$ cat config.mk
export PLATFORM = sky130hd
export DESIGN_NAME = lzss_front
export DESIGN_NICKNAME = d
export VERILOG_FILES = /design/src/rtl/lzss_pkg.sv /design/src/rtl/lzss_front.sv
export SDC_FILE = /design/constraint.sdc
export NUM_CORES = 1
export LEC_CHECK = 0
export ABC_AREA = 1
export BUFFER_PORTS_ARGS = -buffer_cell sky130_fd_sc_hd__buf_2
export CORE_UTILIZATION = 62
export DETAILED_ROUTE_END_ITERATION = 16
export GPL_TIMING_DRIVEN = 0
export PLACE_DENSITY = 0.88
export SYNTH_ARGS = -nofsm -noshare
export SYNTH_HDL_FRONTEND = slang
export SYNTH_SLANG_ARGS = --single-unit
export TNS_END_PERCENT = 50
$ cat constraint.sdc
create_clock -name clk -period 3 [get_ports clk]
set_input_delay 0.15 -clock clk [delete_from_list [all_inputs] [get_ports clk]]
set_output_delay 0.15 -clock clk [all_outputs]
set_load 0.1 [all_outputs]
$ cat src/rtl/lzss_pkg.sv
// ----------------------------------------------------------------------------
// lzss_pkg
// Shared constants and the command word passed from the parser to the
// copy engine of the LZSS stream decompressor.
// ----------------------------------------------------------------------------
`default_nettype none

package lzss_pkg;

  // Window and token format
  localparam int WINDOW_SIZE_DEF = 4096;
  localparam int RING_W          = 12;
  localparam int LEN_W           = 5;
  localparam int LOOKAHEAD       = 18;
  localparam int MIN_COPY        = 3;

  // File header: size bytes first, then ignored bytes
  localparam int HEADER_BYTES    = 8;
  localparam int SIZE_BYTES      = 4;

  // Command queue depth between parser and copy engine
  localparam int CMD_DEPTH       = 2;

  // One command: a literal byte or a window copy
  typedef struct packed {
    logic              is_copy;
    logic [RING_W-1:0] ring;
    logic [LEN_W-1:0]  len;
    logic [7:0]        lit;
    logic              eof;
  } cmd_t;

endpackage

`default_nettype wire

$ cat src/rtl/lzss_front.sv
// ----------------------------------------------------------------------------
// lzss_front
// Parser: takes header, flag bytes and tokens, tracks the bytes still owed
// and issues literal and copy commands, with copies cut at the file end.
// ----------------------------------------------------------------------------
`default_nettype none

module lzss_front
  import lzss_pkg::*;
(
  input  wire logic       clk,
  input  wire logic       rst,
  input  wire logic       in_valid,
  output logic            in_ready,
  input  wire logic [7:0] in_byte,
  input  wire logic       q_full,
  output logic            q_push,
  output cmd_t            q_cmd
);

  typedef enum logic [3:0] {
    PH_HEADER = 4'b0001,
    PH_DATA   = 4'b0010,
    PH_TOKEN  = 4'b0100,
    PH_DONE   = 4'b1000
  } phase_t;

  phase_t       phase;
  logic [2:0]   hcount;
  logic [31:0]  remaining;
  logic [7:0]   flags;
  logic [3:0]   bits_left;
  logic [7:0]   token_low;

  logic             accept;
  logic [LEN_W-1:0] tok_len;
  logic             tok_cut;

  assign in_ready = !q_full;
  assign accept   = in_valid && in_ready;

  // Decode the token length and check it against the bytes still owed
  assign tok_len = LEN_W'(in_byte[3:0]) + LEN_W'(MIN_COPY);
  assign tok_cut = ({{(32-LEN_W){1'b0}}, tok_len} >= remaining);

  // Build the command for the current word
  always_comb begin
    q_push         = 1'b0;
    q_cmd.is_copy  = 1'b0;
    q_cmd.ring     = {in_byte[7:4], token_low};
    q_cmd.len      = tok_len;
    q_cmd.lit      = in_byte;
    q_cmd.eof      = 1'b0;
    unique case (phase)
      PH_DATA: begin
        if (accept && bits_left != 4'd0 && flags[0]) begin
          q_push    = 1'b1;
          q_cmd.eof = (remaining == 32'd1);
        end
      end
      PH_TOKEN: begin
        q_push        = accept;
        q_cmd.is_copy = 1'b1;
        if (tok_cut) begin
          q_cmd.len = remaining[LEN_W-1:0];
          q_cmd.eof = 1'b1;
        end
      end
      PH_HEADER, PH_DONE: begin
        q_push = 1'b0;
      end
      default: begin
        q_push = 1'b0;
      end
    endcase
  end

  // Advance the parse state on each accepted word
  always_ff @(posedge clk) begin
    if (rst) begin
      phase     <= PH_HEADER;
      hcount    <= '0;
      remaining <= '0;
      flags     <= '0;
      bits_left <= '0;
      token_low <= '0;
    end else if (accept) begin
      unique case (phase)
        PH_HEADER: begin
          if (hcount < 3'(SIZE_BYTES)) begin
            remaining[{hcount[1:0], 3'b000} +: 8] <= in_byte;
          end
          hcount <= hcount + 1'b1;
          if (hcount == 3'(HEADER_BYTES - 1)) begin
            bits_left <= '0;
            phase     <= (remaining == 32'd0) ? PH_DONE : PH_DATA;
          end
        end
        PH_DATA: begin
          if (bits_left == 4'd0) begin
            flags     <= in_byte;
            bits_left <= 4'd8;
          end else begin
            if (flags[0]) begin
              remaining <= remaining - 32'd1;
              if (remaining == 32'd1) begin
                phase <= PH_DONE;
              end
            end else begin
              token_low <= in_byte;
              phase     <= PH_TOKEN;
            end
            flags     <= {1'b0, flags[7:1]};
            bits_left <= bits_left - 4'd1;
          end
        end
        PH_TOKEN: begin
          if (tok_cut) begin
            remaining <= '0;
            phase     <= PH_DONE;
          end else begin
            remaining <= remaining - {{(32-LEN_W){1'b0}}, tok_len};
            phase     <= PH_DATA;
          end
        end
        PH_DONE: begin
          phase <= PH_DONE;
        end
        default: begin
          phase <= PH_DONE;
        end
      endcase
    end
  end

`ifndef SYNTHESIS
  // A command marked as file end always leaves the parser done
  a_eof_done: assert property (@(posedge clk) disable iff (rst)
    q_push && q_cmd.eof |=> phase == PH_DONE)
    else $error("file end issued without reaching done");

  // Once done, no further commands are issued
  a_done_quiet: assert property (@(posedge clk) disable iff (rst)
    phase == PH_DONE |-> !q_push)
    else $error("command issued after file end");
`endif

endmodule

`default_nettype wire

Word-level counts from Yosys, hierarchy flattened:

Cells that the tools add are included.
W data, S select, Z words.

* flip-flop bits (word level): 59
* input port bits: 12
* output and inout port bits: 29

* add/subtract/negate cells: 6
* magnitude comparators: 2
* eq/ne operators: 10
* shift operators: 2
* mux-type cells: 25
* bitwise gates (word level): 2
* reduce and logical (&&, ||, !) cells: 15

Operators with widths (count)
* $mux W32: 4
* $pmux W32 S3: 1
* $bwmux W32: 1
* $eq A32 B1 Y1 const B: 1
* $ge A5 B32 Y1: 1
* $logic_not A32 Y1: 1
* $mux W4: 8
* $shift A8 B7 Y32 const A: 1
* $shiftx A8 B7 Y32: 1
* $sub A32 B1 Y32 const B: 1
* $sub A32 B5 Y32: 1
* $pmux W4 S3: 1
* $mux W5: 2
* $mux W8: 1
* $ne A2 B2 Y1 const B: 4
* $pmux W4 S2: 1
* $reduce_and A4 Y1: 2
* $neg A5 Y7: 1
* $add A4 B2 Y5 const B: 1
* $reduce_and A5 Y1: 1
* $eq A4 B1 Y1 const B: 1
* $eq A4 B2 Y1 const B: 1
* $eq A4 B3 Y1 const B: 1
* $logic_not A4 Y1: 1
* other kinds (15): 23

Logic depth before layout (Yosys ltp):

Gate-level depths: netlist (run 1).

* word-level depth: 6
* mapped depth: 18
* depth with buffers taken out: 18

Worst setup path after synthesis (run 1):

OpenSTA, ideal clock, no wires.

* path kind: register to output
* start point: register with a tool-made name
* end point: output port q_cmd[11] (netlist name)
* arrival time: 3.986 ns
* data required time: 2.850 ns
* setup slack: -1.136 ns
* stages on the path, launching flop included: 14
* cells stage by stage: dfxtp_1 -> inv_1 -> ha_1 -> inv_1 -> fa_1 -> a21o_1 -> nand2_2 -> nand2_2 -> nand2_2 -> nand2_4 -> nand2_2 -> nand3_1 -> clkbuf_1 -> o21ai_0

RTL lines
* end: declaration: RTL line lzss_front.sv:18 `output cmd_t q_cmd`

==> out/qor.yml, run 1 <==
root_buffer: "clkbuf_8"
ys_async_sr_fraction_pct: 0
finClkSkew_ns: 0.0166
hold_violations: 0
cts_tree: "yes"
placement.cell_area_sq_um: 5630
synth_warnings: 0
rsz0062_at_grt: "false"
diodes: 0
cts_setup_buffers: 0
crit_path_end_kind: "output port"
htree_levels: 3
layout_common_cells: "185 x nand2_1, 118 x inv_1, 99 x nor2_1"
layout_commonest_cell: "nand2_1"
path_clk_slew_ns: 0.09
cts.sinks: 59
power.leakage_nw: 2.93
grt_max_degree: 14
grt_pass1_wl_mm: 27.7
maxCapViolations: 0
drive_gt1_share_pct: 15.3
syn_area_sq_um: 5310
dp.cells: 1042
pwr_density_cell_nw_per_um2: 401
wl_mm: 17.6
fp.dieH_um: 94.5
rows: 33
core_region_area_sq_um: 8260
numCtsBuffers: 9
hpwlAfterDp_mm: 13.3
antenna_found_initial: 0
ys_seq_area_share_pct: 22.3
hp-start: "in_byte[6]"
grtUsageTotal_pct: 40.8
dr.first_iter.drc_count: 765
critical_path_class: "flip-flop to output port"
wl_per_cell_um: 16.6
cp.arrival_ns: 2.73
initial_utilization_pct: 64.2
gp_congestion: 1.05
startpoint_type: "flip-flop"
status: "finished, final reports clean"
required_ns: 2.85
die_area_sq_um: 8930
syn_nets: 928
synth_edf_count: 0
overflow: 0
max_freq_ghz: 0.347
fin_cells: 1058
synth-seq-cells: 59
ioPinCount: 41
fin_area_sq_um: 5900
post_synth_num_cell_types: 45
nets: 977
cp_max_fo: 10
postRouteAntennaNets: 0
drc_errors: 0
relSlewSlack_pct: 46.9
clock_latency_ns: 0.36
drt_first_pass_iters: 6
synthFlopType: "dfxtp_1"
syn_to_final_growth_pct: 11.2
tns_ns: 0
post_drt_via_cell_ratio: 5.94
totalPowerFinal_mw: 2.37
syn_inst: 899
grt_pass1_vias: 5628
fin_crit_ns: 2.88
tightest_slew_ns: 0.797
finalMaxSlewViolations: 0
timing.final.crit_share_pct: 96.1
syn-mean-instance-area_sq_um: 5.90
die_w_um: 94.5
hp-class: "primary input to flip-flop"
vdd_drop_max_mv: 0.283
io_buffers: 38
setup_viol: 0
vias: 6284
ctsLongestPathBuffers: 2
Yosys cell counts (13+ instances only):
| cell | n | area [sq um] |
|---|---|---|
| o21ai_0 | 77 | 385 |
| inv_1 | 119 | 447 |
| nor3_1 | 20 | 100 |
| ha_1 | 16 | 200 |
| a21oi_1 | 82 | 410 |
| nand4_1 | 18 | 113 |
| nand3_1 | 84 | 420 |
| nand2_1 | 185 | 694 |
| clkbuf_1 | 14 | 52.6 |
| nor2_1 | 99 | 372 |
| dfxtp_1 | 59 | 1180 |
| inv_2 | 21 | 78.8 |
| nand2_2 | 13 | 81.3 |
cell type report:
cell class	count	area, sq um
fillers	756	2360
inverters	142	533
flip-flops and latches	59	1180
plain buffers	34	211
repair buffers	38	224
well taps	105	131
clock buffers	9	124
clock inverters	7	81.3
multi-input cells	664	3410
layer usage:
metal	up-vias	GRT usage [%]	part of all wire (%)
met5	-	0	0
li1	3029	-	-
met1	2765	53.5	39
met3	76	9.26	13
met4	0	22.5	4.9
met2	414	61.7	43
logic make-up (layout without fill, tap and decap cells):
kind of cell / Yosys count / in the layout / share of synthesized area [%]
AO/OA/AOI/OAI: 191 / 191 / 19.5
XOR/XNOR: 10 / 10 / 1.65
adder cells (fa/ha/maj): 17 / 17 / 4.15
buffers and inverters: 176 / 230 / 13.9
flip-flops: 59 / 59 / 22.3
AND/OR/NAND/NOR: 446 / 446 / 38.6
stage by stage:
step | utilization [%] | setup slack (ns) | hold WS [ns]
floorplan | - | -0.413 | 0.285
global placement | 68.2 | -0.250 | 0.462
detailed placement | 68.2 | -0.271 | 0.468
CTS | 71.0 | 0.00764 | 0.130
global route | 71.4 | 0.00944 | 0.140
finish | 71.4 | 0.117 | 0.137
worst max-delay path, cell delays in order, from the launching register on:
cell and delay, ns:
dfxtp_1 0.33, inv_2 0.12, ha_1 0.16, inv_1 0.06, fa_1 0.40, a21o_1 0.18, nand2_2 0.08, nand2_2 0.07
nand2_2 0.08, nand2_4 0.09, nand2_4 0.10, nand3_2 0.12, buf_6 0.18, o21ai_1 0.16, buf_6 0.25
what timing repair did:
item / 4_1_cts / 5_1_grt
setup endpoints to repair: 6 / 6
gates resized for setup: 12 / 9
hold buffers: 0 / 0
gates cloned: 0 / 0
report_power, final:
part           switching, mW  internal, mW
Combinational          0.566         0.198
Sequential            0.0130         0.793
Clock                  0.400         0.397
Total                  0.979          1.39
final timing paths:
kind,end,slack (ns),cells after the start
setup / recovery,q_cmd[13],0.12,14
hold / removal,flags[6],0.14,3
setup reg to reg,flip-flop,0.48,15
hold reg to reg,bits_left[3],0.48,2
Power figures use the tool's default switching activity.
==> inputs of run 2 (changes only) <==
--- a/config.mk
+++ b/config.mk
@@ -6,7 +6,7 @@
 export NUM_CORES = 1
 export LEC_CHECK = 0
 export ABC_AREA = 1
-export BUFFER_PORTS_ARGS = -buffer_cell sky130_fd_sc_hd__buf_2
+export BUFFER_PORTS_ARGS = -buffer_cell sky130_fd_sc_hd__clkbuf_2
 export CORE_UTILIZATION = 62
 export DETAILED_ROUTE_END_ITERATION = 16
 export GPL_TIMING_DRIVEN = 0
==> run 2 against run 1 <==
Against the previous run: core utilization grew 0.26 points; critical path depth did not move; wire length increased by 2.0%; design area increased by 0.36%; via count is the same; non-clock buffer count up 1; count of clock-buffer cells in the layout is the same; largest cell class unchanged; largest power group unchanged.
==> out/qor.yml, run 2 (same netlist as run 1, synthesis figures left out) <==
cpMaxStageDelayCell: "ha_4"
max_freq_ghz: 0.348
cp_max_fo: 10
fin_cells: 1059
wl_per_cell_um: 17.0
numCtsBuffers: 9
relSlewSlack_pct: 49.4
die_area_sq_um: 8930
diodes: 0
post_drt_via_cell_ratio: 5.93
cts_tree: "yes"
ctsLongestPathBuffers: 2
cts.sinks: 59
postCtsHoldBufs: 0
layout_commonest_cell: "nand2_1"
grt_pass1_vias: 5578
min_delay_worst_endpoint: "flags[6]"
gp_congestion: 1.07
hp-class: "primary input to flip-flop"
nets: 978
root_buffer: "clkbuf_8"
crit_path_start: "in_byte[0]"
maxCapViolations: 0
antenna_found_initial: 0
htree_levels: 3
fin_crit_ns: 2.87
postRouteAntennaNets: 0
io_buffers: 38
cp.arrival_ns: 2.72
ioPinCount: 41
slowest_delay_ns: 0.30
tns_ns: 0
rows: 33
finClkSkew_ns: 0.0167
syn_to_final_growth_pct: 11.6
cp_num_buf_inv: 5
status: "finished, final reports clean"
worstPathCellList: "buf_2 > inv_2 > ha_1 > nor3_2 > inv_1 > ha_4 > nand2_1 > nor3_1 > nand4_1 > nand2_4 > nand3_4 > buf_6 > o21ai_1 > clkbuf_8"
critical_path_class: "primary input to output port"
initial_utilization_pct: 64.2
drc_errors: 0
setup_viol: 0
hold_violations: 0
fp.dieH_um: 94.5
grtUsageTotal_pct: 41.6
required_ns: 2.85
timing.final.crit_share_pct: 95.8
fillers: 730
r2r_cells: 9
vdd_drop_max_mv: 0.254
clock_latency_ns: 0.37
grt_max_degree: 14
dr.first_iter.drc_count: 783
grt_pass1_wl_mm: 28.1
r2r_start: "hcount[0]"
drt_first_pass_iters: 6
pwr_density_cell_nw_per_um2: 388
startpoint_type: "primary input"
path_clk_slew_ns: 0.09
ff2ff_setup_slack_ns: 0.52
wl_mm: 18.0
core_region_area_sq_um: 8260
min_delay_path_depth: 3
whs_ns: 0.0751
finalMaxSlewViolations: 0
power.leakage_nw: 2.93
layout_common_cells: "185 x nand2_1, 118 x inv_1, 99 x nor2_1"
die_w_um: 94.5
hpwlAfterDp_mm: 13.4
drive_gt1_share_pct: 15.4
overflow: 0
tightest_slew_ns: 0.758
crit_family: "simple AND/OR/NAND/NOR gates"
dp.cells: 1042
vias: 6284
hp-start: "in_byte[6]"
crit_path_end_kind: "output port"
-- run 2: cell count changes in the layout (fill, tap and decap cells not counted), sizes merged --
cell	change
bufinv	-1
clkbuf	+37
buf	-36
inv	+1
-- run 2: through the flow --
step | area [sq um] | setup slack [ns] | power (mW) | util, %
after detailed placement | 5630 | -0.293 | 1.55 | 68.2
final | 5920 | 0.126 | 2.29 | 71.7
after global routing | 5920 | -0.0193 | 2.38 | 71.7
after CTS | 5870 | 0.00573 | 2.25 | 71.0
after global placement | 5630 | -0.296 | 1.54 | 68.2
after floorplan | 5310 | -0.413 | 1.38 | -
-- run 2: layout make-up --
type	count	area, sq um	area share [%]
plain buffers	34	211	3.57
clock buffers	9	124	2.09
clock inverters	7	56.3	0.951
inverters	142	533	9.00
multi-input cells	664	3430	58.0
flip-flops and latches	59	1180	19.9
well taps	105	131	2.22
repair buffers	39	250	4.23
-- run 2: power breakdown --
part           total, mW  internal [mW]  leakage [nW]  switching [mW]
sequential         0.807          0.793         0.476          0.0141
combinational      0.774          0.204          2.36           0.570
clock              0.713          0.313        0.0914           0.401
total               2.29           1.31          2.93           0.985
-- run 2: worst max path at each step --
stage | endpoint | slack (ns) | depth (start not counted)
2_1_floorplan | q_cmd[11] | -0.41 | 13
3_3_place_gp | q_cmd[11] | -0.30 | 16
3_5_place_dp | q_cmd[11] | -0.29 | 16
4_1_cts | q_cmd[11] | 0.006 | 14
5_1_grt | q_cmd[11] | -0.02 | 14
6_report | q_cmd[9] | 0.13 | 14
-- run 2: repair_timing --
item                                    CTS  global route
resized for setup                        15             9
setup buffers                             0             1
endpoints found under the setup margin    6             6
-- run 2: worst min-delay path: cells and delay by family --
| kind | cells | cell delay, ns |
|---|---|---|
| simple gates | 1 | 0.07 |
| compound gates | 1 | 0.07 |
| buf+inv | 1 | 0.11 |
-- run 2: per-layer routing --
metal | GRT usage [%] | wire length [um] | up-vias
met5 | 0 | 0 | -
met2 | 63.5 | 7550 | 416
li1 | - | - | 3025
met3 | 9.66 | 2350 | 71
met1 | 55.3 | 7290 | 2772
met4 | 19.4 | 778 | 0
