$ cat config.mk
export PLATFORM = sky130hd
export DESIGN_NAME = lzss_cmd_fifo
export DESIGN_NICKNAME = d
export VERILOG_FILES = /design/src/rtl/lzss_pkg.sv /design/src/rtl/lzss_cmd_fifo.sv
export SDC_FILE = /design/constraint.sdc
export NUM_CORES = 1
export LEC_CHECK = 0
export ABC_CLOCK_PERIOD_IN_PS = 1800
export BUFFER_PORTS_ARGS = -buffer_cell sky130_fd_sc_hd__buf_4
export CAP_MARGIN = 20
export CORE_UTILIZATION = 46
export DETAILED_ROUTE_END_ITERATION = 8
export PLACE_DENSITY = 0.81
export RECOVER_POWER = 100
export SLEW_MARGIN = 20
export SYNTH_ARGS = -nofsm -noshare
export SYNTH_HDL_FRONTEND = slang
export SYNTH_SLANG_ARGS = --single-unit
$ cat constraint.sdc
create_clock -name clk -period 1.8 [get_ports clk]
set_input_delay 0.27 -clock clk [delete_from_list [all_inputs] [get_ports clk]]
set_output_delay 0.27 -clock clk [all_outputs]
set_load 0.03 [all_outputs]
$ cat src/rtl/lzss_pkg.sv
// ----------------------------------------------------------------------------
// lzss_pkg
// Shared constants and the command word passed from the parser to the
// copy engine of the LZSS stream decompressor.
// ----------------------------------------------------------------------------
`default_nettype none

package lzss_pkg;

  // Window and token format
  localparam int WINDOW_SIZE_DEF = 4096;
  localparam int RING_W          = 12;
  localparam int LEN_W           = 5;
  localparam int LOOKAHEAD       = 18;
  localparam int MIN_COPY        = 3;

  // File header: size bytes first, then ignored bytes
  localparam int HEADER_BYTES    = 8;
  localparam int SIZE_BYTES      = 4;

  // Command queue depth between parser and copy engine
  localparam int CMD_DEPTH       = 2;

  // One command: a literal byte or a window copy
  typedef struct packed {
    logic              is_copy;
    logic [RING_W-1:0] ring;
    logic [LEN_W-1:0]  len;
    logic [7:0]        lit;
    logic              eof;
  } cmd_t;

endpackage

`default_nettype wire

$ cat src/rtl/lzss_cmd_fifo.sv
// ----------------------------------------------------------------------------
// lzss_cmd_fifo
// Short command queue that decouples the parser from the copy engine.
// ----------------------------------------------------------------------------
`default_nettype none

module lzss_cmd_fifo
  import lzss_pkg::*;
#(
  parameter int DEPTH = CMD_DEPTH
) (
  input  wire logic clk,
  input  wire logic rst,
  input  wire logic push,
  input  cmd_t      push_cmd,
  output logic      full,
  input  wire logic pop,
  output cmd_t      head,
  output logic      empty
);

  localparam int PW = (DEPTH > 1) ? $clog2(DEPTH) : 1;
  localparam int CW = $clog2(DEPTH + 1);

  cmd_t          entries [DEPTH];
  logic [PW-1:0] wptr;
  logic [PW-1:0] rptr;
  logic [CW-1:0] count;

  assign full  = (count == CW'(DEPTH));
  assign empty = (count == '0);
  assign head  = entries[rptr];

  // Store pushed commands
  always_ff @(posedge clk) begin
    if (push) begin
      entries[wptr] <= push_cmd;
    end
  end

  // Advance pointers and occupancy
  always_ff @(posedge clk) begin
    if (rst) begin
      wptr  <= '0;
      rptr  <= '0;
      count <= '0;
    end else begin
      if (push) begin
        wptr <= (wptr == PW'(DEPTH - 1)) ? '0 : wptr + 1'b1;
      end
      if (pop) begin
        rptr <= (rptr == PW'(DEPTH - 1)) ? '0 : rptr + 1'b1;
      end
      unique case ({push, pop})
        2'b10:   count <= count + 1'b1;
        2'b01:   count <= count - 1'b1;
        default: count <= count;
      endcase
    end
  end

`ifndef SYNTHESIS
  // Occupancy never exceeds the queue depth
  a_count_bound: assert property (@(posedge clk) disable iff (rst)
    count <= CW'(DEPTH))
    else $error("command queue overflow");

  // A full queue never takes a push without a pop
  a_no_overrun: assert property (@(posedge clk) disable iff (rst)
    full |-> !push || pop)
    else $error("push into full command queue");
`endif

endmodule

`default_nettype wire

After elaboration in Yosys (flattened, before gate mapping). Memory sizes are Yosys's and may differ from the RTL's. A register that Yosys moved wholly into a read port is not among the register bits. Cells that the tools add are included.

Reductions and logical operators: 2. Equality and inequality tests: 3. Muxes and demuxes: 7. Add/subtract/negate cells: 4.

Operators with widths (count): $mux 1 (6); $eq 2x2->1 const B (2); $pmux 2 s2 (1); $add 1x1->1 const B (2); $add 2x1->2 const B (1); $eq 2x1->1 const B (1); $logic_not 2->1 (1); $reduce_bool 2->1 (1); $sub 2x1->2 const B (1).

Flip-flop bits (word level): 4. Input port bits: 31. Memories: 1. Bits in writable memories: 54. Output and inout port bits: 29. Word-level logic and storage cells: 20.

Memory list: entries (words 2, width 27, read ports 1, clocked after Yosys merged registers in 1, wr ports 1, line lzss_cmd_fifo.sv:25) `cmd_t entries [DEPTH];`.

Longest topological paths before layout. Gate-level depths: netlist of run 1.

Depth after elaboration: 4. Gate-level depth with buffers: 5.

Least setup slack after synthesis of run 1. No wires, ideal clock.

Path kind: reg2reg. From: register wptr. To: memory entries[0][0] (netlist name) (enable). Required time: 1389 ps. Path buffers: 0. Cell stages (with the launch flop): 2. Arrival: 1478 ps. Slack: -90 ps. Cell sequence: dfxtp_1 > nor2_1.

RTL lines: start: declaration (line lzss_cmd_fifo.sv:26) `logic [PW-1:0] wptr;`; start signal: assignment (line lzss_cmd_fifo.sv:49) `wptr <= (wptr == PW'(DEPTH - 1)) ? '0 : wptr + 1'b1;`; end: declaration (line lzss_cmd_fifo.sv:25).

No word-level cell before the write port.

==> run_results.csv, run 1 <==
group,metric,value,unit
run_status,run_status,"completed",
sta,max_clock_freq,589.7,MHz
place,numPortBuffers,59,
power_and_ir_drop,power.share.clock,33.9,%
worst_setup_path,timing.rr.end,"entries[1][2]",
sta,timing.clock.skew,0.01024,ns
worst_setup_path,critPathRequiredTime,1.53,ns
sta,grt_setup_unrepaired,"false",
clocking,clock_tree.root_cell,"clkbuf_8",
global_route,global_route.usage.total,16.38,%
cells_and_area,post_layout_nonfiller_instances,237,
logic_synthesis,synth-compound-area-share,0.4659,%
floorplan,die_height,70.34,um
global_route,grt_max_degree,16,
floorplan,die-width,70.34,um
place,dp_hpwl,2.595,mm
sta,setup_total_negative_slack,0,ns
cells_and_area,antenna-diode-count,0,
clocking,cts-hold-fix-buffers,0,
clocking,cts_tree,"done",
cells_and_area,post-route-util,62.78,%
logic_synthesis,syn-cell-area,0.002148,mm2
power_and_ir_drop,vdd_drop_max,683.7,uV
routing,num_vias,1156,
logic_synthesis,gate_count_post_synth,106,
worst_hold_path,hp-class,"in -> reg",
sta,layout_worst_path_cycle_share,94.20,%
global_route,grt_pass1_wl,5.740,mm
routing,antenna_violating_nets_post_route,0,
cells_and_area,design.final.nets,212,
logic_synthesis,synth-simple-area-share,2.038,%
clocking,cts_sink_cnt,59,
power_and_ir_drop,internal_power,0.002385,W
routing,avgViaCountPerCell,4.878,
worst_setup_path,worstSetupPathType,"reg -> out",
sta,finalSetupViolCount,0,
logic_synthesis,synth.ff_latch_count,59,
clocking,worst_skew_pair.late_latency,0.32,ns
logic_synthesis,post_synth.cell_area_avg,20.27,um2
clocking,cts_resized,0,
logic_synthesis,number_of_different_library_cells_in_the_post_synthesis_netlist,15,
logic_synthesis,post_synth_xor_xnor_area,1.631,%
floorplan,initial_core_util,48.67,%
floorplan,floorplan.io_pins,60,
worst_setup_path,worstRegToRegCells,2,
floorplan,rows,24,
logic_synthesis,seq_area_frac_synth,80.14,%
job,max-cap-violations,0,
power_and_ir_drop,p_sw,0.0007817,W
worst_setup_path,critPathArrivalTime,1.43,ns
cells_and_area,area_overhead_of_the_layout_relative_to_synthesis,29.00,%
clocking,clock_tree.buffer_depth,2,
power_and_ir_drop,sequentialPowerShare,51.2,%
place,place.detailed.instances,221,
clocking,clk_pin_slew,0.06,ns
clocking,cts_buffer_count,9,
logic_synthesis,ys_warn_count,0,
cells_and_area,postLayoutCellArea,0.002771,mm2
cells_and_area,layout-drive-gt1-share,51.89,%
global_route,grt_pass1_vias,1198,
worst_setup_path,setup.worst_path.start_class,"flop",
clocking,post-cts-setup-buffers,0,
power_and_ir_drop,power_per_cell_area,1143,mW/mm2
sta,worst_slack_on_hold_paths,0.1421,ns
global_route,antenna_found_initial,0,
worst_hold_path,min_delay_path_depth,2,
worst_hold_path,hold_start,"rst",
floorplan,floorplan.die_area,0.004948,mm2
power_and_ir_drop,sw_frac_of_total,24.68,%
logic_synthesis,synth_fp_nets,138,
worst_setup_path,r2r-start,"wptr",
worst_setup_path,crit_end,"head[12]",
power_and_ir_drop,power.leakage,1.045,nW
cells_and_area,final_common_cell,"edfxtp_1",
power_and_ir_drop,p_comb_share,14.9,%
worst_setup_path,cp-end-kind,"output pin",
routing,detail_route.wirelength,3.642,mm
floorplan,design.core.area,0.004414,mm2
worst_setup_path,setup.reg_to_reg.worst_slack,0.31,ns
global_route,congestion_overflow_gr,0,
place,dpl_cell_area,0.002694,mm2
sta,worst_pin_slew,0.7661,ns
logic_synthesis,synth.mux.area_fraction,14.15,%
sta,timing.final.hold_violations,0,
clocking,htree_num_levels,3,
sta,slew_headroom,48.93,%
place,place_congestion,0.7525,
logic_synthesis,area_share_of_fa_ha_maj_cells_after_synthesis,0.5824,%
cells_and_area,final_cell_mix,"edfxtp_1 (54), mux2_2 (27), clkbuf_4 (24), clkbuf_2 (16), clkbuf_1 (14)",
routing,initialDrtViolationCount,88,
logic_synthesis,largest_family_of_logic_cells_by_synthesized_area,"multiplexers",
routing,drc_errors_left,0,
sta,final-max-slew-violation-count,0,
routing,avgRoutedWirePerCell,15.37,um
routing,drt_pre_antenna_iters,4,
sta,min_period,1.696,ns
worst_setup_path,critical_path_peak_fanout,12,
[area by class of cell]
class                   instances  area [um2]
well taps                      52       65.06
repair buffers                 66       392.9
multi-input cells              43       405.4
fillers                       342        1643
clock inverters                 2       10.01
flip-flops and latches         59        1722
inverters                       1       3.754
clock buffers                  14       172.7
[metrics by stage]
stage	setup WS (ns)	power [W]
floorplan	0.3489	0.001961
global placement	0.4759	0.002163
detailed placement	0.4502	0.002183
CTS	0.09148	0.003248
global route	0.03556	0.003297
finish	0.1043	0.003167
[cells by family (layout without fill, tap and decap cells)]
kind of cell               after synthesis  in the layout
xor gates and xnor gates                 4              4
and+or+nand+nor                          9              9
muxes                                   27             27
DFF                                     59             59
buffers and inverters                    4             83
AOI/OAI and AO/OA                        2              2
adders and majority gates                1              1
[flip-flops by register name, summed over array words and instances, names as in the netlist, named ones only]
name,flops
wptr,1
rptr,1
entries,54
count,2
[power groups by stage]
stage	logic (W)	clock network (W)	registers, W
global route	0.000504	0.00116	0.00163
global placement	0.000519	0	0.00164
finish	0.000473	0.00107	0.00162
floorplan	0.000319	0	0.00164
CTS	0.000535	0.00109	0.00162
detailed placement	0.000532	0	0.00165
[Yosys cell counts]
cell type	count	area share, %
a21oi_1	1	0.23
and2_1	1	0.29
and2b_2	1	0.41
buf_2	2	0.47
buf_4	1	0.35
dfxtp_1	5	4.7
edfxtp_1	54	75
ha_1	1	0.58
inv_1	1	0.17
mux2_2	27	14
nor2_1	6	1.0
o21ai_0	1	0.23
or3_1	1	0.29
xnor2_1	3	1.2
xor2_1	1	0.41
[critical path: stages, from the launching register on]
cell and delay [ns]:
dfxtp_1 0.35, buf_4 0.21, mux2_2 0.36, clkbuf_4 0.18
[how the worst min path moves through the flow]
stage                                 to  slack, ns
after floorplan                 count[1]       0.34
after global placement     entries[1][7]       0.45
after detailed placement   entries[0][5]       0.46
after CTS                 entries[0][14]       0.12
after global routing      entries[0][14]       0.13
final                           count[1]       0.14
[routing by layer]
metal  track usage (%)  part of all wire, %  vias up  routed length (um)
li1                  -                    -      553                   -
met1             17.84                   40      549                1446
met3             6.494                  6.3        6                 230
met4             8.667                  1.4        0                  50
met5                 0                    0        -                   0
met2             27.30                   53       48                1914
No activity file was read; power rests on OpenSTA's default activity.
==> inputs of run 2 (changes only) <==
RECOVER_POWER = default   (was 100)
==> run 2 against run 1 <==
Effect of this change:
- final area increased by 3.8%
- critical path depth is the same
- clock-buffer cell count stayed put
- setup slack gained 0.0087 ns
- non-clock buffer count unchanged
==> run_results.csv, run 2 (same netlist as run 1, synthesis figures left out) <==
group,metric,value,unit
routing,antenna_violating_nets_post_route,0,
cells_and_area,area_overhead_of_the_layout_relative_to_synthesis,33.90,%
worst_setup_path,r2r-start,"wptr",
sta,slew_headroom,86.34,%
sta,worst_pin_slew,0.2049,ns
worst_setup_path,setup.reg_to_reg.worst_slack,0.73,ns
cells_and_area,final_common_cell,"buf_4",
power_and_ir_drop,sw_frac_of_total,24.40,%
floorplan,rows,24,
global_route,antenna_found_initial,0,
global_route,congestion_overflow_gr,0,
floorplan,die_height,70.34,um
place,place_congestion,0.7525,
routing,num_vias,1160,
worst_hold_path,hold_start,"push_cmd[14]",
sta,grt_setup_unrepaired,"false",
clocking,cts_resized,0,
routing,initialDrtViolationCount,89,
place,place.detailed.instances,221,
cells_and_area,design.final.nets,212,
sta,min_period,1.687,ns
power_and_ir_drop,p_comb_share,16.4,%
power_and_ir_drop,final_power,0.003224,W
clocking,worst_skew_pair.late_latency,0.32,ns
cells_and_area,largest-register,"entries",
cells_and_area,layout-drive-gt1-share,58.92,%
floorplan,initial_core_util,48.67,%
power_and_ir_drop,internal_power,0.002437,W
worst_setup_path,setup.worst_path.start_class,"flop",
floorplan,floorplan.die_area,0.004948,mm2
cells_and_area,final_cell_mix,"buf_4 (66), edfxtp_1 (54), mux2_2 (27), clkbuf_8 (12)",
cells_and_area,fillers,316,
floorplan,die-width,70.34,um
power_and_ir_drop,power_per_cell_area,1121,mW/mm2
cells_and_area,antenna-diode-count,0,
routing,avgRoutedWirePerCell,15.46,um
global_route,grt_pass1_wl,5.740,mm
sta,fin_ws,0.1130,ns
clocking,clock_tree.buffer_depth,2,
sta,max_clock_freq,592.8,MHz
clocking,post-cts-setup-buffers,0,
worst_setup_path,crit_end,"head[16]",
cells_and_area,reg_top3,"entries (54), count (2)",
sta,timing.final.hold_violations,0,
power_and_ir_drop,vdd_drop_max,685.1,uV
routing,avgViaCountPerCell,4.895,
clocking,clock_tree.root_cell,"clkbuf_8",
place,dp_hpwl,2.595,mm
job,max-cap-violations,0,
global_route,grt_pass1_vias,1198,
clocking,cts-hold-fix-buffers,0,
worst_setup_path,timing.rr.end,"entries[1][15]",
clocking,htree_num_levels,3,
cells_and_area,post-route-util,65.16,%
worst_setup_path,critical_path_peak_fanout,12,
cells_and_area,seq_area,0.001722,mm2
routing,drc_errors_left,0,
sta,finalSetupViolCount,0,
place,numPortBuffers,59,
worst_setup_path,worstRegToRegCells,2,
sta,final-max-slew-violation-count,0,
cells_and_area,largest_reg_flops,54,
worst_setup_path,critPathArrivalTime,1.42,ns
power_and_ir_drop,p_sw,0.0007867,W
worst_setup_path,critPathRequiredTime,1.53,ns
power_and_ir_drop,sequentialPowerShare,50.3,%
cells_and_area,post_layout_nonfiller_instances,237,
worst_hold_path,hp-class,"in -> reg",
run_status,run_status,"completed",
global_route,grt_max_degree,16,
worst_setup_path,worstSetupPathType,"reg -> out",
clocking,cts_tree,"done",
sta,layout_worst_path_cycle_share,93.72,%
place,preCtsSetupSlack,0.4502,ns
routing,drt_pre_antenna_iters,4,
clocking,cts_sink_cnt,59,
power_and_ir_drop,power.share.clock,33.4,%
clocking,clk_pin_slew,0.07,ns
sta,setup_total_negative_slack,0,ns
power_and_ir_drop,power.leakage,1.112,nW
clocking,cts_buffer_count,9,
cells_and_area,multi_input_area,407.9,um2
global_route,global_route.usage.total,16.38,%
routing,detail_route.wirelength,3.663,mm
sta,timing.clock.skew,0.009168,ns
floorplan,design.core.area,0.004414,mm2
worst_setup_path,cp-end-kind,"output pin",
floorplan,floorplan.io_pins,60,
[run 2: cell count changes in the layout (fill, tap and decap cells not counted), moves of 7 or more]
cell,before,now
buf_2,7,0
clkbuf_2,16,0
clkbuf_4,24,0
buf_4,7,66
clkbuf_1,14,2
[run 2: power groups by stage]
stage / logic [W] / registers (W) / clock network [W]
CTS: 0.000535 / 0.00162 / 0.00109
floorplan: 0.000319 / 0.00164 / 0
global placement: 0.000519 / 0.00164 / 0
detailed placement: 0.000532 / 0.00165 / 0
global route: 0.000560 / 0.00163 / 0.00116
finish: 0.000528 / 0.00162 / 0.00108
[run 2: metrics by stage]
stage                     instance area (um2)  hold slack, ns
after global placement                   2694          0.4550
after floorplan                          2151          0.3391
final                                    2877          0.1282
after detailed placement                 2694          0.4598
after CTS                                2877          0.1182
after global routing                     2877          0.1041
[run 2: worst min path at each step]
stage,cells after the start,end
4_1_cts,1,entries[0][14]
2_1_floorplan,1,count[1]
6_report,1,entries[1][14]
3_5_place_dp,1,entries[0][5]
5_1_grt,1,entries[0][14]
3_3_place_gp,1,entries[1][7]
[run 2: layout make-up]
type / count / area share, %
well taps: 52 / 2.262
flip-flops and latches: 59 / 59.85
repair buffers: 66 / 17.22
clock buffers: 14 / 6.003
inverters: 1 / 0.1305
clock inverters: 2 / 0.3480
multi-input cells: 43 / 14.18
[run 2: routing by layer]
| metal | routed length [um] | track usage (%) | vias to the layer above | share of wire, % |
|---|---|---|---|---|
| met3 | 222 | 6.494 | 7 | 6.1 |
| li1 | - | - | 555 | - |
| met4 | 61 | 8.667 | 0 | 1.7 |
| met5 | 0 | 0 | - | 0 |
| met1 | 1433 | 17.84 | 551 | 39 |
| met2 | 1946 | 27.30 | 47 | 53 |
[run 2: critical path: stages (launching register included)]
cell and delay (ns):
dfxtp_1 0.35, buf_4 0.21, mux2_2 0.36, buf_4 0.17
==> inputs of run 3 (changes only) <==
GPL_TIMING_DRIVEN = 0   (was default)
==> run 3 against run 2 <==
Effect of this change:
- critical path depth rose by 1
- sequential cell count did not move
- critical endpoint is now head[25]
- sequential power is essentially flat
- power down 2.6%
- clock power shrank 9%
- cell count decreased by 1.7%
- utilization down 0.71 points
- final area is 1.1% lower
- routed wire length up 0.27%
- critical path type unchanged
- via count decreased by 3.6%
- first-iteration DRC count decreased by 10%
- sequential share of layout area increased by 0.66 points
==> run_results.csv, run 3 (same netlist as run 1, synthesis figures left out) <==
group,metric,value,unit
run_status,run_status,"completed",
global_route,global_route.usage.total,16.52,%
sta,layout_worst_path_cycle_share,96.55,%
sta,finalSetupViolCount,0,
routing,num_vias,1118,
global_route,grt_pass1_wl,5.878,mm
floorplan,design.core.area,0.004414,mm2
worst_setup_path,cpMaxStageDelayCell,"mux2_2",
worst_hold_path,min_delay_path_depth,1,
cells_and_area,final_common_cell,"buf_4",
global_route,grt_max_degree,28,
sta,timing.final.hold_violations,0,
worst_setup_path,setup.worst_path.start_class,"flop",
sta,max_clock_freq,575.4,MHz
worst_setup_path,cp-end-kind,"output pin",
cells_and_area,reg_top3,"entries (54), count (2)",
routing,drc_errors_left,0,
routing,initialDrtViolationCount,80,
floorplan,initial_core_util,48.67,%
floorplan,floorplan.die_area,0.004948,mm2
worst_setup_path,critPathRequiredTime,1.53,ns
global_route,grt_pass1_vias,1267,
sta,slew_headroom,48.41,%
cells_and_area,fillers,324,
job,max-cap-violations,0,
place,place_congestion,0.7006,
power_and_ir_drop,final_power,0.003139,W
cells_and_area,multi_input_area,414.1,um2
clocking,worst_skew_pair.late_latency,0.33,ns
cells_and_area,design.final.nets,208,
worst_setup_path,r2r-start,"wptr",
cells_and_area,area_overhead_of_the_layout_relative_to_synthesis,32.44,%
sta,worst_pin_slew,0.7720,ns
clocking,htree_num_levels,3,
floorplan,rows,24,
worst_hold_path,worstHoldEndpoint,"entries[1][3]",
power_and_ir_drop,vdd_drop_max,673.7,uV
cells_and_area,antenna-diode-count,0,
routing,drt_pre_antenna_iters,4,
cells_and_area,largest-register,"entries",
routing,avgViaCountPerCell,4.798,
cells_and_area,layout-drive-gt1-share,56.35,%
floorplan,die-width,70.34,um
place,numPortBuffers,59,
clocking,clock_tree.buffer_depth,2,
sta,timing.clock.skew,0.007351,ns
sta,final-max-slew-violation-count,0,
clocking,cts_sink_cnt,59,
place,place.detailed.instances,217,
worst_setup_path,timing.rr.end,"entries[1][18]",
worst_setup_path,setup.reg_to_reg.worst_slack,0.38,ns
worst_setup_path,worst_path_cell_chain,"buf_6, buf_6, mux2_2, buf_4",
worst_setup_path,critical_path_peak_fanout,10,
cells_and_area,seq_area,0.001722,mm2
clocking,cts_tree,"done",
place,dp_hpwl,2.467,mm
worst_setup_path,max_stage_delay,0.34,ns
routing,detail_route.wirelength,3.673,mm
power_and_ir_drop,power.leakage,1.080,nW
sta,setup_total_negative_slack,0,ns
routing,avgRoutedWirePerCell,15.76,um
clocking,clock_tree.root_cell,"clkbuf_8",
global_route,congestion_overflow_gr,0,
clocking,cts_buffer_count,9,
worst_setup_path,worstRegToRegCells,1,
sta,min_period,1.738,ns
worst_hold_path,hold_start,"push_cmd[3]",
routing,antenna_violating_nets_post_route,0,
clocking,clk_pin_slew,0.06,ns
floorplan,floorplan.io_pins,60,
worst_hold_path,hp-class,"in -> reg",
worst_setup_path,critPathArrivalTime,1.47,ns
cells_and_area,post_layout_nonfiller_instances,233,
power_and_ir_drop,power_per_cell_area,1103,mW/mm2
cells_and_area,final_cell_mix,"buf_4 (59), edfxtp_1 (54), mux2_2 (27), clkbuf_8 (10), clkbuf_1 (6)",
cells_and_area,largest_reg_flops,54,
global_route,antenna_found_initial,0,
floorplan,die_height,70.34,um
worst_setup_path,critical_path.most_common_cell,"buf_6",
worst_setup_path,worstSetupPathType,"reg -> out",
-- run 3: final cells by class --
cell class | count | share of cell area, %
buffer | 3 | 1.319
clock buffer | 16 | 5.629
inverter | 1 | 0.1319
multi-input combinational | 43 | 14.56
sequential | 59 | 60.51
tap | 52 | 2.287
timing repair buffer | 59 | 15.57
-- run 3: report_power, final --
part	leakage, nW	internal, W	total, W	switching, W
sequential	0.548	0.00160	0.00162	0.0000291
clock	0.0790	0.000541	0.000988	0.000447
combinational	0.453	0.000233	0.000526	0.000293
total	1.08	0.00237	0.00314	0.000769
-- run 3: metal layers --
layer | up-vias | routed length (um) | GRT usage [%]
met1 | 529 | 1451 | 17.59
met2 | 40 | 1933 | 27.51
met3 | 6 | 222 | 7.215
met5 | - | 0 | 0
li1 | 543 | - | -
met4 | 0 | 66 | 8.667
-- run 3: repair_timing --
item | CTS | global route
setup buffers | 0 | 0
hold buffers | 0 | 0
setup endpoints to repair | 20 | 20
gates resized for setup | 4 | 2
-- run 3: worst max-delay path by stage --
stage,endpoint
5_1_grt,head[11]
3_5_place_dp,head[5]
6_report,head[25]
4_1_cts,head[5]
3_3_place_gp,entries[0][23]
2_1_floorplan,entries[0][0]
-- run 3: worst max-delay path: cells and delay by family (launching register included) --
family	cells	cell delay, ns
buf+inv	3	0.48
flops	1	0.32
mux	1	0.34
-- run 3: stage by stage --
stage	area, um2	utilization [%]	hold slack [ns]	setup WS, ns
6_report	2845	64.46	0.1256	0.06213
5_1_grt	2845	64.46	0.1053	-0.007186
4_1_cts	2838	64.29	0.1107	0.03039
3_5_place_dp	2665	60.37	0.4578	0.2094
3_3_place_gp	2659	60.23	0.4547	-0.06282
2_1_floorplan	2151	-	0.3391	0.3489
